File: src/hw/rtl/tbp_pkg.sv
// Shared types, constants and counter helpers for the tournament branch predictor.
// Depends on nothing; tbp_eval and the top level import it, tbp_ram does not.
package tbp_pkg;

  localparam int BIM_BITS  = 14;
  localparam int HIST_BITS = 14;
  localparam int CLR_BITS  = (BIM_BITS > HIST_BITS) ? BIM_BITS : HIST_BITS;

  localparam logic [1:0] BIM_RESET = 2'd2;
  localparam logic [1:0] GSH_RESET = 2'd1;
  localparam logic [1:0] CHO_RESET = 2'd1;
  localparam logic [1:0] CNT_MAX   = 2'd3;
  localparam logic [1:0] CNT_MIN   = 2'd0;

  localparam logic OP_PREDICT = 1'b0;
  localparam logic OP_UPDATE  = 1'b1;

  typedef enum logic [2:0] {
    ST_CLEAR  = 3'b001,
    ST_IDLE   = 3'b010,
    ST_LOOKUP = 3'b100
  } state_t;

  typedef struct packed {
    logic       pred_taken;
    logic       use_global;
    logic [1:0] bim_next;
    logic [1:0] gsh_next;
    logic [1:0] cho_next;
  } eval_t;

  function automatic logic [1:0] sat_move(input logic [1:0] cnt, input logic up);
    logic [1:0] res;
    if (up) begin
      res = (cnt == CNT_MAX) ? CNT_MAX : cnt + 2'd1;
    end else begin
      res = (cnt == CNT_MIN) ? CNT_MIN : cnt - 2'd1;
    end
    return res;
  endfunction

endpackage

File: src/hw/rtl/tbp_eval.sv
// Prediction and counter update logic applied to the counters read from the tables.
// Depends on tbp_pkg for the result struct and the saturating counter function.
module tbp_eval (
  input  logic [1:0]    bim_cnt,
  input  logic [1:0]    gsh_cnt,
  input  logic [1:0]    cho_cnt,
  input  logic          taken,
  output tbp_pkg::eval_t res
);
  import tbp_pkg::*;

  logic bim_pred;
  logic gsh_pred;
  logic g_ok;
  logic b_ok;

  always_comb begin
    bim_pred       = bim_cnt[1];
    gsh_pred       = gsh_cnt[1];
    g_ok           = (gsh_pred == taken);
    b_ok           = (bim_pred == taken);
    res.use_global = cho_cnt[1];
    res.pred_taken = cho_cnt[1] ? gsh_pred : bim_pred;
    res.bim_next   = sat_move(bim_cnt, taken);
    res.gsh_next   = sat_move(gsh_cnt, taken);
    if (g_ok && !b_ok) begin
      res.cho_next = sat_move(cho_cnt, 1'b1);
    end else if (!g_ok && b_ok) begin
      res.cho_next = sat_move(cho_cnt, 1'b0);
    end else begin
      res.cho_next = cho_cnt;
    end
  end

endmodule

File: config.mk
export PLATFORM = sky130hd
export DESIGN_NAME = tbp_eval
export DESIGN_NICKNAME = d
export VERILOG_FILES = /design/src/hw/rtl/tbp_pkg.sv /design/src/hw/rtl/tbp_eval.sv
export SDC_FILE = /design/constraint.sdc
export NUM_CORES = 1
export LEC_CHECK = 0
export ABC_CLOCK_PERIOD_IN_PS = 1100
export BUFFER_PORTS_ARGS = -buffer_cell sky130_fd_sc_hd__buf_2
export CORE_AREA = 2 2 39 41
export DETAILED_ROUTE_END_ITERATION = 8
export DIE_AREA = 0 0 41 43
export MAX_ROUTING_LAYER = met4
export SLEW_MARGIN = 10
export SYNTH_ARGS = -nofsm -noshare
export SYNTH_HDL_FRONTEND = slang
export SYNTH_SLANG_ARGS = --single-unit
File: constraint.sdc
create_clock -name vclk -period 1.1
set_clock_uncertainty 0.05 [all_clocks]
set_input_delay 0.11 -clock vclk [all_inputs]
set_output_delay 0.11 -clock vclk [all_outputs]
set_load 0.02 [all_outputs]
==> impl_metrics.yaml <==
finish:
  fillCellCount: 151
  multiInputGateArea_um2: 161
  drive_gt1_frac: 0.488
  nNetsFinal: 50
  area_delta_synth_final_pct: 36.3
  nFlopsAndLatches: 0
  insertedDiodeCount: 0
  clkbuf_count: 0
  ff_latch_area_um2: 0
pwr:
  pwr-share-clk: 0
  worst_ir_drop_vdd_mv: 0.140
  seqPwrFrac: 0
  swShare: 0.565
  p_sw_mw: 0.0813
  pwr-share-comb: 1.000
  leakagePower_nw: 0.133
  internal_power_mw: 0.0626
  power_density_nw_per_um2: 502
detailed_routing:
  wl_um: 483
  first_pass_iters: 4
  vias_per_cell: 3.88
  drtIter0Drc: 1
  ant_nets: 0
  vias: 221
  drc: 0
  wl_per_cell_um: 8.47
synth:
  synth_area_per_cell_um2: 7.51
  netlist_instances: 28
  synthTopCellsByCount: "maj3_1 (4), buf_6 (3), nand2_1 (3), nand2b_1 (3)"
  syn-num-nets: 35
  seq_area_frac_synth: 0
  synth.most_common_cell: "maj3_1"
  yosysUniqueCellTypes: 17
  synth_top_area_cell: "maj3_1"
  syn_area_um2: 210
  yosys_warnings: 0
  ys_top_cells_by_area: "maj3_1 (19%), buf_6 (16%), nand2b_1 (8.9%)"
  synth_top_area_frac: 0.190
global_routing:
  grt_use_met3: 0
  top_usage_layer: "met2"
  grtUsageTotal: 0.0544
  grt_remaining_overflow: 0
  grt_pass1_vias: 169
  use_met2: 0.0844
  grt_pass1_wl_um: 690
  use_met1: 0.0828
  antenna_found_initial: 0
  grt_max_degree: 10
sta:
  period_share: 0.960
  worstMarginPinSlew_ns: 0.182
  relSlewSlack: 0.879
  period_needed_ns: 1.06
  setup_viol: 0
  whs_ns: 0.483
  hold_viol_final: 0
  setup_tns_ns: 0
  setup_ws_ns: 0.0438
  clock.fmax_mhz: 947
  rsz0062_at_grt: "no"
  drv_slew: 0
setup_path:
  crit_required_ns: 0.94
  crit_fanout: 9
  start_kind: "input port"
  critPathArrivalTime_ns: 0.90
  crit_type: "input port to primary output"
  worstSetupEndpointType: "primary output"
floorplan:
  die_y_um: 43
  die_area_um2: 1760
  initial_core_util: 0.152
  rows: 14
  fp.dieW_um: 41
  io_pins: 15
  core_um2: 1380
placed_design:
  dp_hpwl_um: 392
  io_buffers: 15
  pre_cts_slack_ns: 0.0219
  place_congestion: 0.650
flow_run:
  maxCapViolCount: 0
hold_path:
  hold_path_depth: 2
  hold_path.class: "input port to primary output"
outcome:
  status: "finished clean"
-- power groups by stage --
stage	Clock [mW]	Sequential (mW)	Combinational, mW
final	0	0	0.144
after global routing	0	0	0.157
after CTS	0	0	0.141
after detailed placement	0	0	0.141
after global placement	0	0	0.138
after floorplan	0	0	0.103
-- per-layer routing --
metal  wire length [um]  share of wire  vias up
li1                   -              -      120
met1                241           0.50       88
met2                197           0.41       13
met3                 44          0.091        0
met4                  0              0        0
met5                  0              0        -
-- worst paths after layout --
| path | startpoint | endpoint | slack [ns] |
|---|---|---|---|
| worst max-delay path | cho_cnt[1] | res[1] | 0.04 |
| worst min-delay path | cho_cnt[1] | res[6] | 0.48 |
-- area by class of cell --
cell class	instances	area share
inverters	2	0.0262
multi-input cells	22	0.563
well taps	16	0.0699
repair buffers	17	0.341
-- repair_timing --
item | CTS | global route
setup endpoints to repair | 0 | 2
resized for setup | 0 | 5
hold buffers | 0 | 0
buffers inserted | 0 | 0
-- critical path, cell delays in order --
cell and delay [ns]:
buf_2 0.14, or2_2 0.30, o2111ai_1 0.09, nand3_1 0.09, buf_2 0.16
-- metrics by stage --
stage          cells  instance area [um^2]  power (mW)   util
2_1_floorplan     28                   210       0.103      -
6_report          57                   287       0.144  0.207
5_1_grt           57                   287       0.157  0.207
3_5_place_dp      57                   279       0.141  0.202
4_1_cts           57                   279       0.141  0.202
3_3_place_gp      57                   279       0.138  0.202
-- cells in the final DEF, fill, tap and decap left out --
cell       instances
xor2_2             1
nor3b_1            1
inv_1              2
nand3_1            1
or3_1              1
buf_2             12
buf_4              5
nand2_1            3
or2_2              1
o22ai_1            1
nor2_1             1
a21oi_1            2
nor2b_1            1
nand2b_1           3
maj3_1             4
o2111ai_1          1
a221oi_2           1
-- cell families after synthesis --
group           count (synthesis)  synth area share
compound gates                  5             0.190
xor+xnor                        1            0.0774
fa+ha+maj                       4             0.190
buf+inv                         6             0.232
simple gates                   12             0.310
(Power assumes the default switching activity.)
